### config.mk
export PLATFORM = sky130hd
export DESIGN_NAME = hex_can_line_parser
export DESIGN_NICKNAME = d
export VERILOG_FILES = /design/src/rtl/core/hcl_pkg.sv /design/src/rtl/core/hcl_ctrl.sv /design/src/rtl/core/hcl_dpath.sv /design/src/rtl/core/hex_can_line_parser.sv
export SDC_FILE = /design/constraint.sdc
export NUM_CORES = 1
export LEC_CHECK = 0
export BUFFER_PORTS_ARGS = -buffer_cell sky130_fd_sc_hd__buf_2
export CORE_MARGIN = 5
export CORE_UTILIZATION = 60
export CTS_BUF_LIST = sky130_fd_sc_hd__clkbuf_16
export CTS_CLUSTER_SIZE = 12
export DETAILED_ROUTE_END_ITERATION = 10
export PLACE_DENSITY = 0.88
export SLEW_MARGIN = 20
export SYNTH_ARGS = -nofsm -noshare
export SYNTH_HDL_FRONTEND = slang
export SYNTH_SLANG_ARGS = --single-unit
### constraint.sdc
create_clock -name clk -period 8.8 [get_ports clk]
set_input_delay 1.32 -clock clk [delete_from_list [all_inputs] [get_ports clk]]
set_output_delay 1.32 -clock clk [all_outputs]
set_load 0.02 [all_outputs]
### src/rtl/core/hcl_pkg.sv
package hcl_pkg;

  // Line store depth and derived widths
  localparam int MAX_LINE = 32;
  localparam int LEN_W    = $clog2(MAX_LINE + 1);
  localparam int IDX_W    = $clog2(MAX_LINE);

  localparam logic [7:0]       LINE_END_RST = 8'd13;
  localparam logic [7:0]       NUL_CHAR     = 8'h00;
  localparam logic [4:0]       NOT_HEX      = 5'd16;
  localparam logic [LEN_W-1:0] STD_DIGITS   = LEN_W'(3);
  localparam logic [LEN_W-1:0] EXT_DIGITS   = LEN_W'(8);

  typedef enum logic [2:0] {
    ST_IDLE,
    ST_RD_ID,
    ST_ACC_ID,
    ST_RD_HI,
    ST_ACC_HI,
    ST_RD_LO,
    ST_ACC_LO,
    ST_EMIT
  } state_t;

  // Controller to datapath
  typedef struct packed {
    logic take;
    logic acc_id;
    logic acc_hi;
    logic acc_lo;
    logic load_out;
  } cmd_t;

  // Datapath to controller
  typedef struct packed {
    logic end_hit;
    logic line_empty;
    logic frame_ok;
    logic id_done;
    logic id_last;
    logic at_end;
    logic resp;
    logic out_free;
  } status_t;

  // ASCII hex digit value, NOT_HEX for anything else
  function automatic logic [4:0] hex_value(logic [7:0] c);
    logic [4:0] v;
    if (c >= 8'h30 && c <= 8'h39)      v = 5'(c - 8'h30);
    else if (c >= 8'h41 && c <= 8'h46) v = 5'(c - 8'h37);
    else if (c >= 8'h61 && c <= 8'h66) v = 5'(c - 8'h57);
    else                               v = NOT_HEX;
    return v;
  endfunction

endpackage

### src/rtl/core/hcl_ctrl.sv
module hcl_ctrl
  import hcl_pkg::*;
(
  input  logic    clk,
  input  logic    rst,
  input  logic    in_valid,
  output logic    in_stall,
  input  status_t st,
  output cmd_t    cmd
);

  state_t state, state_next;

  always_ff @(posedge clk) begin
    if (rst) state <= ST_IDLE;
    else     state <= state_next;
  end

  // Next state
  always_comb begin
    state_next = state;
    unique case (state)
      ST_IDLE: begin
        if (in_valid && st.end_hit && !st.line_empty)
          state_next = st.frame_ok ? ST_RD_ID : ST_RD_LO;
      end
      ST_RD_ID:  state_next = ST_ACC_ID;
      ST_ACC_ID: begin
        if (st.id_done) state_next = st.id_last ? ST_EMIT : ST_RD_HI;
        else            state_next = ST_RD_ID;
      end
      ST_RD_HI:  state_next = ST_ACC_HI;
      ST_ACC_HI: state_next = ST_RD_LO;
      ST_RD_LO:  state_next = ST_ACC_LO;
      ST_ACC_LO: state_next = ST_EMIT;
      ST_EMIT: begin
        if (st.out_free) begin
          if (st.at_end)   state_next = ST_IDLE;
          else if (st.resp) state_next = ST_RD_LO;
          else              state_next = ST_RD_HI;
        end
      end
      default: state_next = ST_IDLE;
    endcase
  end

  // Commands
  always_comb begin
    in_stall     = (state != ST_IDLE);
    cmd.take     = in_valid && (state == ST_IDLE);
    cmd.acc_id   = (state == ST_ACC_ID);
    cmd.acc_hi   = (state == ST_ACC_HI);
    cmd.acc_lo   = (state == ST_ACC_LO);
    cmd.load_out = (state == ST_EMIT) && st.out_free;
  end

  a_id_only_frame: assert property (@(posedge clk) disable iff (rst)
    (state == ST_ACC_ID) |-> !st.resp)
    else $error("identifier digit taken in response mode");

  a_emit_returns: assert property (@(posedge clk) disable iff (rst)
    (cmd.load_out && st.at_end) |=> (state == ST_IDLE))
    else $error("final beat of line did not return to idle");

  a_no_take_busy: assert property (@(posedge clk) disable iff (rst)
    (state != ST_IDLE) |=> !$past(cmd.take))
    else $error("beat taken while parsing");

endmodule

### src/rtl/core/hcl_dpath.sv
module hcl_dpath
  import hcl_pkg::*;
(
  input  logic        clk,
  input  logic        rst,
  input  logic        line_end_char_we,
  input  logic [7:0]  line_end_char,
  input  logic [7:0]  rx_byte,
  input  cmd_t        cmd,
  output status_t     st,
  output logic        out_valid,
  input  logic        out_stall,
  output logic        kind,
  output logic        is_extended,
  output logic [31:0] can_id,
  output logic [7:0]  data_byte,
  output logic        has_byte,
  output logic        last,
  output logic        overflow
);

  logic [7:0]       end_char;
  logic [7:0]       line_store [MAX_LINE];
  logic [7:0]       rd_data;
  logic [LEN_W-1:0] len_cnt;
  logic             len_ovf;
  logic             saw_nh;

  // Latched line under parse
  logic [LEN_W-1:0] n_chars;
  logic [LEN_W-1:0] ptr;
  logic             ov_w;
  logic             ext_w;
  logic             resp;
  logic [31:0]      id_acc;
  logic [3:0]       hi_nib;
  logic [7:0]       asm_byte;
  logic             asm_has;

  logic [LEN_W-1:0] ptr_inc;
  logic [LEN_W-1:0] id_len;
  logic [LEN_W-1:0] need_len;
  logic [4:0]       rx_hex;
  logic [4:0]       rd_hex;
  logic             is_null;
  logic             is_end;

  assign is_null  = (rx_byte == NUL_CHAR);
  assign is_end   = !is_null && (rx_byte == end_char);
  assign rx_hex   = hex_value(rx_byte);
  assign rd_hex   = hex_value(rd_data);
  assign ptr_inc  = ptr + LEN_W'(1);
  assign id_len   = ext_w ? EXT_DIGITS : STD_DIGITS;
  assign need_len = len_cnt[0] ? STD_DIGITS : EXT_DIGITS;

  always_comb begin
    st.end_hit    = is_end;
    st.line_empty = (len_cnt == '0);
    st.frame_ok   = !saw_nh && (len_cnt >= need_len);
    st.id_done    = (ptr_inc == id_len);
    st.id_last    = (ptr_inc == n_chars);
    st.at_end     = (ptr == n_chars);
    st.resp       = resp;
    st.out_free   = !out_valid || !out_stall;
  end

  // Line end register
  always_ff @(posedge clk) begin
    if (rst)                   end_char <= LINE_END_RST;
    else if (line_end_char_we) end_char <= line_end_char;
  end

  // Line store: one write, one registered read
  always_ff @(posedge clk) begin
    if (cmd.take && !is_null && !is_end && (len_cnt < LEN_W'(MAX_LINE)))
      line_store[len_cnt[IDX_W-1:0]] <= rx_byte;
    rd_data <= line_store[ptr[IDX_W-1:0]];
  end

  // Gathering state
  always_ff @(posedge clk) begin
    if (rst) begin
      len_cnt <= '0;
      len_ovf <= 1'b0;
      saw_nh  <= 1'b0;
    end else if (cmd.take && !is_null) begin
      if (is_end) begin
        len_cnt <= '0;
        len_ovf <= 1'b0;
        saw_nh  <= 1'b0;
      end else if (len_cnt < LEN_W'(MAX_LINE)) begin
        len_cnt <= len_cnt + LEN_W'(1);
        if (rx_hex == NOT_HEX) saw_nh <= 1'b1;
      end else begin
        len_ovf <= 1'b1;
      end
    end
  end

  // Parse registers
  always_ff @(posedge clk) begin
    if (rst) begin
      resp <= 1'b0;
    end else if (cmd.take && is_end) begin
      resp <= !st.frame_ok;
    end
  end

  always_ff @(posedge clk) begin
    if (cmd.take && is_end) begin
      n_chars <= len_cnt;
      ov_w    <= len_ovf;
      ext_w   <= !len_cnt[0];
      ptr     <= '0;
      id_acc  <= '0;
    end
    if (cmd.acc_id) begin
      id_acc  <= {id_acc[27:0], rd_hex[3:0]};
      asm_has <= 1'b0;
      asm_byte <= '0;
      ptr     <= ptr_inc;
    end
    if (cmd.acc_hi) begin
      hi_nib <= rd_hex[3:0];
      ptr    <= ptr_inc;
    end
    if (cmd.acc_lo) begin
      asm_byte <= resp ? rd_data : {hi_nib, rd_hex[3:0]};
      asm_has  <= 1'b1;
      ptr      <= ptr_inc;
    end
  end

  // Output register
  always_ff @(posedge clk) begin
    if (rst)               out_valid <= 1'b0;
    else if (cmd.load_out) out_valid <= 1'b1;
    else if (!out_stall)   out_valid <= 1'b0;
  end

  always_ff @(posedge clk) begin
    if (cmd.load_out) begin
      kind        <= resp;
      is_extended <= !resp && ext_w;
      can_id      <= resp ? 32'd0 : id_acc;
      data_byte   <= asm_byte;
      has_byte    <= asm_has;
      last        <= st.at_end;
      overflow    <= ov_w;
    end
  end

  a_len_bound: assert property (@(posedge clk) disable iff (rst)
    len_cnt <= LEN_W'(MAX_LINE))
    else $error("line length beyond store depth");

  a_load_free: assert property (@(posedge clk) disable iff (rst)
    cmd.load_out |-> st.out_free)
    else $error("output register overwritten");

  a_ptr_bound: assert property (@(posedge clk) disable iff (rst)
    (cmd.acc_id || cmd.acc_hi || cmd.acc_lo) |-> (ptr < n_chars))
    else $error("read past end of line");

endmodule

### src/rtl/core/hex_can_line_parser.sv
// Flow: a non-empty line's line-end beat starts the parse; a frame reads and accumulates each
//   identifier digit, then reads and packs each data byte and loads it to the output, or loads once if it has none.
// A response line reads and loads each character in turn. Non line-end beats are taken while idle.
// Throughput: one beat at a time; input is stalled until the line's last result is loaded.
// Each load waits for a free output register; the store's registered read sets the pace.
// Reset (rst, synchronous): line state and handshakes cleared, line end set to 13; no sweep.
module hex_can_line_parser
  import hcl_pkg::*;
(
  input  logic        clk,
  input  logic        rst,
  input  logic        line_end_char_we,
  input  logic [7:0]  line_end_char,
  input  logic        in_valid,
  output logic        in_stall,
  input  logic [7:0]  rx_byte,
  output logic        out_valid,
  input  logic        out_stall,
  output logic        kind,
  output logic        is_extended,
  output logic [31:0] can_id,
  output logic [7:0]  data_byte,
  output logic        has_byte,
  output logic        last,
  output logic        overflow
);

  cmd_t    cmd;
  status_t st;

  hcl_ctrl u_ctrl (
    .clk      (clk),
    .rst      (rst),
    .in_valid (in_valid),
    .in_stall (in_stall),
    .st       (st),
    .cmd      (cmd)
  );

  hcl_dpath u_dpath (
    .clk              (clk),
    .rst              (rst),
    .line_end_char_we (line_end_char_we),
    .line_end_char    (line_end_char),
    .rx_byte          (rx_byte),
    .cmd              (cmd),
    .st               (st),
    .out_valid        (out_valid),
    .out_stall        (out_stall),
    .kind             (kind),
    .is_extended      (is_extended),
    .can_id           (can_id),
    .data_byte        (data_byte),
    .has_byte         (has_byte),
    .last             (last),
    .overflow         (overflow)
  );

endmodule

==> results.md, run 1 <==
* Post-synth EDFFs at 359
* Worst path slowest cell: nor2_1
* Slew @ Worst Pin at 1050 ps
* Area grow syn2layout at 11.0%
* Antenna violations before repair at 0
* Ys flop type: edfxtp_1
* Crit Path Class: in2reg
* Clock buffer depth at 3
* Tcrit/Tclk final at 48.3%
* First-pass GRT wire length at 50,800 um
* Status: completed
* Final nets at 983
* Power Density at 209 mW/mm^2
* DR WL/cell at 26.2 um
* Pre-CTS setup slack at 4090 ps
* Post-CTS setup buffer count at 0
* Top cells by area, synth: edfxtp_1 (69%), mux4_2 (10%), dfxtp_1 (3.8%), mux2i_1 (2.0%), nor2_1 (1.5%)
* Max-slew violations at 0
* Layout cells sized above 1 at 21.5%
* Pin count of the biggest net entering global routing at 71
* Gates resized, CTS repair at 0
* I/O pins at 68
* DR vias at 8,277
* Slew HR at 29.9%
* Slowest stage delay, CP at 810 ps
* Worst EP arrival at 4410 ps
* Crit path cell chain: buf_2 > inv_1 > ha_1 > nor4b_2 > a211oi_2 > o211ai_1 > nor2_1
* GRT overflow at 0
* Startpoint Class: primary input
* Final wirelength at 34,000 um
* Crit-path max FO at 37
* Top-area cell type share of the netlist area at 68.8%
* Max rail drop VDD at 210 uV
* Unrepaired setup endpoints after global routing: false
* Clock Pin Slew Worst Setup and Hold Paths at 60 ps
* # hold bufs at CTS at 0
* Total CTS buffers at 39
* Clock Tree Root: clkbuf_16
* Setup tns final at 0 ps
* Syn Area/Cell at 18.0 um^2
* DR pass1 iterations at 5
* Min Tclk post-route at 4250 ps
* H-Tree Depth at 2
* Gpl congestion at 0.874
* Syn Std Cell Area at 0.0157 mm^2
* Post-synth ARST share at 0%
* TritonCTS Sinks at 389
* Drt via density at 6.38
* Antenna cells at 0
* Final hold viol count at 0
* Core Box Area at 0.0259 mm^2
* Drt drc at 0
* Commonest non-fill, non-tap cell in the layout: edfxtp_1
* Port bufs at 67
* Worst hold path class: reg2reg
* Row count at 59
* Critical path required time at 8960 ps
* Max Clk Rate at 235 MHz
* Final worst slack at 4550 ps
* Initial DRC Count at 1,215
* DP HPWL at 20,300 um
* TritonCTS clock tree: built
* Starting density of the core at 60.4%
* Commonest non-fill, non-tap cells in the layout: edfxtp_1 (359), mux4_2 (72), buf_2 (67)
* Lkg Pwr at 5.82 nW
* Max Cap Violations at 0
* Die ar. at 0.0294 mm^2
* Yosys warns at 0
* Die Ht at 172 um
* Post-synthesis sequential area ratio at 72.7%
* Final setup fails at 0
* Cell variety after synth at 59
* Vias in the first global route at 8,272
* Synth Instances at 871
* Synth Register Bits at 389
* Critical path endpoint category: flip-flop
* Area leader, netlist: edfxtp_1
* Die W at 172 um
* Worst Clk Skew at 16.3 ps
* Final ANT Viol Nets at 0
* Clock latency at the later pin of the worst-skew pair at 540 ps
* GRT Total Usage at 23.3%
* Synthesized net count at 908
where the power goes:
group / switching [mW] / total [mW] / internal, mW
Sequential: 0.0186 / 2.05 / 2.03
Combinational: 0.0727 / 0.106 / 0.0329
Clock: 0.669 / 1.47 / 0.803
Total: 0.760 / 3.63 / 2.87
registers in the layout (all words and copies together) (netlist names), 3 cells and up:
signal,flops
u_dpath.rd_data,8
u_dpath.hi_nib,4
u_dpath.end_char,8
u_ctrl.state,3
u_dpath.len_cnt,6
u_dpath.asm_byte,8
u_dpath.can_id,32
u_dpath.line_store,256
u_dpath.id_acc,32
u_dpath.ptr,6
u_dpath.n_chars,6
u_dpath.data_byte,8
synthesized netlist by cell type (all sizes together) (4+ instances only):
master	number
a22oi	8
inv	17
nand2b	10
o21ai	6
nand3b	6
xor2	10
a21oi	14
mux2i	31
nor2b	35
dfxtp	30
nor2	62
a211oi	5
nand4	5
o21a	11
buf	20
and2	32
nor3	8
ha	16
clkbuf	24
mux4	72
o211ai	4
nand3	13
nor3b	7
edfxtp	359
nand2	19
xnor2	11
cells by family after synthesis:
group	count (synthesis)	synth area share, %
flops	389	72.7
simple gates	207	7.21
mux	104	12.4
compound gates	73	3.46
buf+inv	61	1.79
xor+xnor	21	1.17
fa+ha+maj	16	1.28
path summary, 6_finish.rpt:
check                               startpoint                            endpoint  slack, ps  depth (start not counted)
max                                 rx_byte[1]  u_dpath.line_store[5][5]$_DFFE_PP_       4550                          7
min          u_dpath.asm_byte[7]$_SDFFCE_PN0P_      u_dpath.data_byte[7]$_DFFE_PP_        410                          0
max reg2reg       u_ctrl.state[2]$_SDFFE_PP0P_  u_dpath.line_store[5][5]$_DFFE_PP_       5540                          4
min reg2reg  u_dpath.asm_byte[7]$_SDFFCE_PN0P_      u_dpath.data_byte[7]$_DFFE_PP_        410                          0
critical path: cells and delay by family:
family	cells	cell delay, ps
compound gates	2	1010
fa+ha+maj	1	240
simple gates	2	990
buf+inv	2	820
final cells by class:
cell class | instances | area (um^2)
Timing Repair Buffer | 78 | 418
Clock buffer | 39 | 976
Tap cell | 335 | 419
Multi-Input combinational cell | 421 | 4010
Inverter | 17 | 63.8
Sequential cell | 389 | 11400
Clock inverter | 18 | 113
Fill cell | 1558 | 8530
metrics by stage:
stage | hold slack, ps | instances | utilization, % | area, um^2 | power [mW]
4_1_cts | 418 | 1297 | 67.1 | 17400 | 3.64
2_1_floorplan | 400 | 871 | - | 15700 | 2.14
5_1_grt | 425 | 1297 | 67.1 | 17400 | 3.74
3_3_place_gp | 402 | 1240 | 62.9 | 16300 | 2.19
6_report | 414 | 1297 | 67.1 | 17400 | 3.63
3_5_place_dp | 405 | 1240 | 62.9 | 16300 | 2.19
per-layer routing:
| metal | wire length (um) | GRT usage (%) | vias to the layer above |
|---|---|---|---|
| met3 | 3290 | 4.83 | 78 |
| met1 | 13100 | 33.0 | 4130 |
| met2 | 16600 | 37.3 | 537 |
| li1 | - | - | 3532 |
| met4 | 1040 | 6.96 | 0 |
| met5 | 0 | 0 | - |
Note: power is estimated with default switching activity, not from simulation.
==> run 2: changes to the inputs <==
- clock period: 8.8 -> 3.95 ns (I/O delays scaled with it)
==> results.md, run 2 (synthesis results as in run 1) <==
* Clock Pin Slew Worst Setup and Hold Paths at 60 ps (about the same)
* H-Tree Depth at 2 (unchanged)
* Commonest non-fill, non-tap cell in the layout: edfxtp_1 (unchanged)
* Total Power at 8.07 mW (was 3.63 mW)
* TritonCTS clock tree: built (unchanged)
* Reg2Reg Setup Slack at 1020 ps (was 5540 ps)
* Slew HR at 40.5% (was 29.9%)
* Status: completed (unchanged)
* DR WL/cell at 25.6 um (was 26.2 um)
* Drt via density at 6.34 (was 6.38)
* DR vias at 8,360 (was 8,277)
* Worst EP arrival at 3070 ps (was 4410 ps)
* Startpoint Class: flip-flop (was primary input)
* Clock Tree Root: clkbuf_16 (unchanged)
* Worst hold path class: in2reg (was reg2reg)
* Non-Filler Instances at 1,318 (was 1,297)
* Max FFs per register at 256 (unchanged)
* Worst path slowest cell: nor2_1 (unchanged)
* FF-to-FF path depth at 5 (was 4)
* Bufs and invs on worst path at 1 (was 2)
* Gr busiest metal: met2 (unchanged)
* Starting density of the core at 60.4% (unchanged)
* Area grow syn2layout at 12.1% (was 11.0%)
* DR pass1 iterations at 5 (unchanged)
* Antenna cells at 0 (unchanged)
* Critical path required time at 4090 ps (was 8960 ps)
* Total CTS buffers at 39 (unchanged)
* Clock latency at the later pin of the worst-skew pair at 530 ps (was 540 ps)
* Die W at 172 um (unchanged)
* Gates resized, CTS repair at 0 (unchanged)
* Power Density at 460 mW/mm^2 (was 209 mW/mm^2)
* Clock buffer depth at 3 (unchanged)
* First-pass GRT wire length at 50,900 um (was 50,800 um)
* Crit path max-delay family: simple AND/OR/NAND/NOR gates (was compound AO/OA/AOI/OAI gates)
* Core Box Area at 0.0259 mm^2 (unchanged)
* Unrepaired setup endpoints after global routing: false (unchanged)
* Initial DRC Count at 1,163 (was 1,215)
* Slew @ Worst Pin at 892 ps (was 1050 ps)
* Final core utilization at 67.8% (was 67.1%)
* Final ANT Viol Nets at 0 (unchanged)
* Final nets at 1,000 (was 983)
* Lkg Pwr at 5.95 nW (was 5.82 nW)
* Critical path endpoint category: flip-flop (unchanged)
* Post-CTS setup buffer count at 0 (unchanged)
* Gpl congestion at 0.873 (was 0.874)
* Slowest stage delay, CP at 640 ps (was 810 ps)
* Pin count of the biggest net entering global routing at 71 (unchanged)
* Crit path cell chain: or4b_4 > a211oi_2 > o211ai_1 > buf_4 > nor2_1 (was buf_2 > inv_1 > ha_1 > nor4b_2 > a211oi_2 > o211ai_1 > nor2_1)
* Placed insts at 1,257 (was 1,240)
* I/O pins at 68 (unchanged)
* Min Tclk post-route at 2930 ps
* GRT Total Usage at 23.1% (was 23.3%)
* Worst hold path depth at 3 (was 0)
* Max Cap Violations at 0 (unchanged)
* Met3 usage at 5.15% (was 4.83%)
* Final hold viol count at 0 (unchanged)
* Hold_ws at 287 ps (was 414 ps)
* Die ar. at 0.0294 mm^2 (unchanged)
* WHS Endpoint: u_dpath.end_char[3]$_SDFFE_PP1P_ (was u_dpath.data_byte[7]$_DFFE_PP_)
* Final setup fails at 0 (unchanged)
* Die Ht at 172 um (unchanged)
* Port bufs at 67 (unchanged)
* # hold bufs at CTS at 0 (unchanged)
* Max-slew violations at 0 (unchanged)
* Final wirelength at 33,800 um (was 34,000 um)
* Antenna violations before repair at 0 (unchanged)
* Layout cells sized above 1 at 22.7% (was 21.5%)
* GR Layer Usage met2 at 38.4% (was 37.3%)
* GRT overflow at 0 (unchanged)
* Met1 Track Usage GR at 31.2% (was 33.0%)
* R2R Path Start: u_ctrl.state[2]$_SDFFE_PP0P_ (unchanged)
* Row count at 59 (unchanged)
* Crit Path Class: reg2reg (was in2reg)
* Max rail drop VDD at 442 uV (was 210 uV)
* Tcrit/Tclk final at 74.2%
* R2R Path End: u_dpath.line_store[2][7]$_DFFE_PP_ (was u_dpath.line_store[5][5]$_DFFE_PP_)
* Worst hold start: line_end_char[3] (was u_dpath.asm_byte[7]$_SDFFCE_PN0P_)
* TritonCTS Sinks at 389 (unchanged)
* Crit-path max FO at 11 (was 37)
* Drt drc at 0 (unchanged)
* Max Clk Rate at 341 MHz
* Setup tns final at 0 ps (unchanged)
* DP HPWL at 20,600 um (was 20,300 um)
* Worst Clk Skew at 18.8 ps (was 16.3 ps)
* Commonest non-fill, non-tap cells in the layout: edfxtp_1 (359), mux4_2 (72), buf_2 (67) (unchanged)
* Vias in the first global route at 8,471 (was 8,272)
[run 2: routing by layer]
| metal | up-vias | part of all wire, % | routed length [um] |
|---|---|---|---|
| met4 | 0 | 2.9 | 984 |
| met2 | 522 | 51 | 17100 |
| met5 | - | 0 | 0 |
| li1 | 3580 | - | - |
| met3 | 61 | 9.9 | 3350 |
| met1 | 4197 | 37 | 12300 |
[run 2: stage by stage]
step	area, um^2	worst slack, ps
after floorplan	15700	299
after global placement	16500	998
after detailed placement	16500	829
after CTS	17600	1070
after global routing	17600	909
final	17600	1020
[run 2: worst max path at each step]
| stage | start | end | slack, ps | cells past startpoint |
|---|---|---|---|---|
| after floorplan | u_ctrl.state[1]$_SDFFE_PP0P_ | u_ctrl.state[2]$_SDFFE_PP0P_ | 300 | 6 |
| after global placement | rx_byte[1] | u_dpath.line_store[0][6]$_DFFE_PP_ | 1000 | 7 |
| after detailed placement | rx_byte[0] | u_dpath.line_store[0][7]$_DFFE_PP_ | 830 | 7 |
| after CTS | u_ctrl.state[2]$_SDFFE_PP0P_ | u_dpath.line_store[21][5]$_DFFE_PP_ | 1070 | 5 |
| after global routing | u_ctrl.state[2]$_SDFFE_PP0P_ | u_dpath.line_store[23][7]$_DFFE_PP_ | 910 | 5 |
| final | u_ctrl.state[2]$_SDFFE_PP0P_ | u_dpath.line_store[2][7]$_DFFE_PP_ | 1020 | 5 |
[run 2: final cells by class]
cell class                 count  area [um^2]
multi-input combinational    421         4010
tap                          335          419
sequential                   389        11400
fill                        1543         8360
timing repair buffer          95          583
clock inverter                21         97.6
inverter                      17         63.8
clock buffer                  40         1000
[run 2: report_power, final]
part	leakage (nW)	total (mW)	internal [mW]	switching, mW
Sequential	3.46	4.58	4.53	0.0448
Clock	0.596	3.25	1.81	1.43
Combinational	1.89	0.248	0.0814	0.166
[run 2: worst min-delay path, cell delays in order]
cell and delay [ps]:
buf_2 70, mux2i_1 60, nand2_1 60
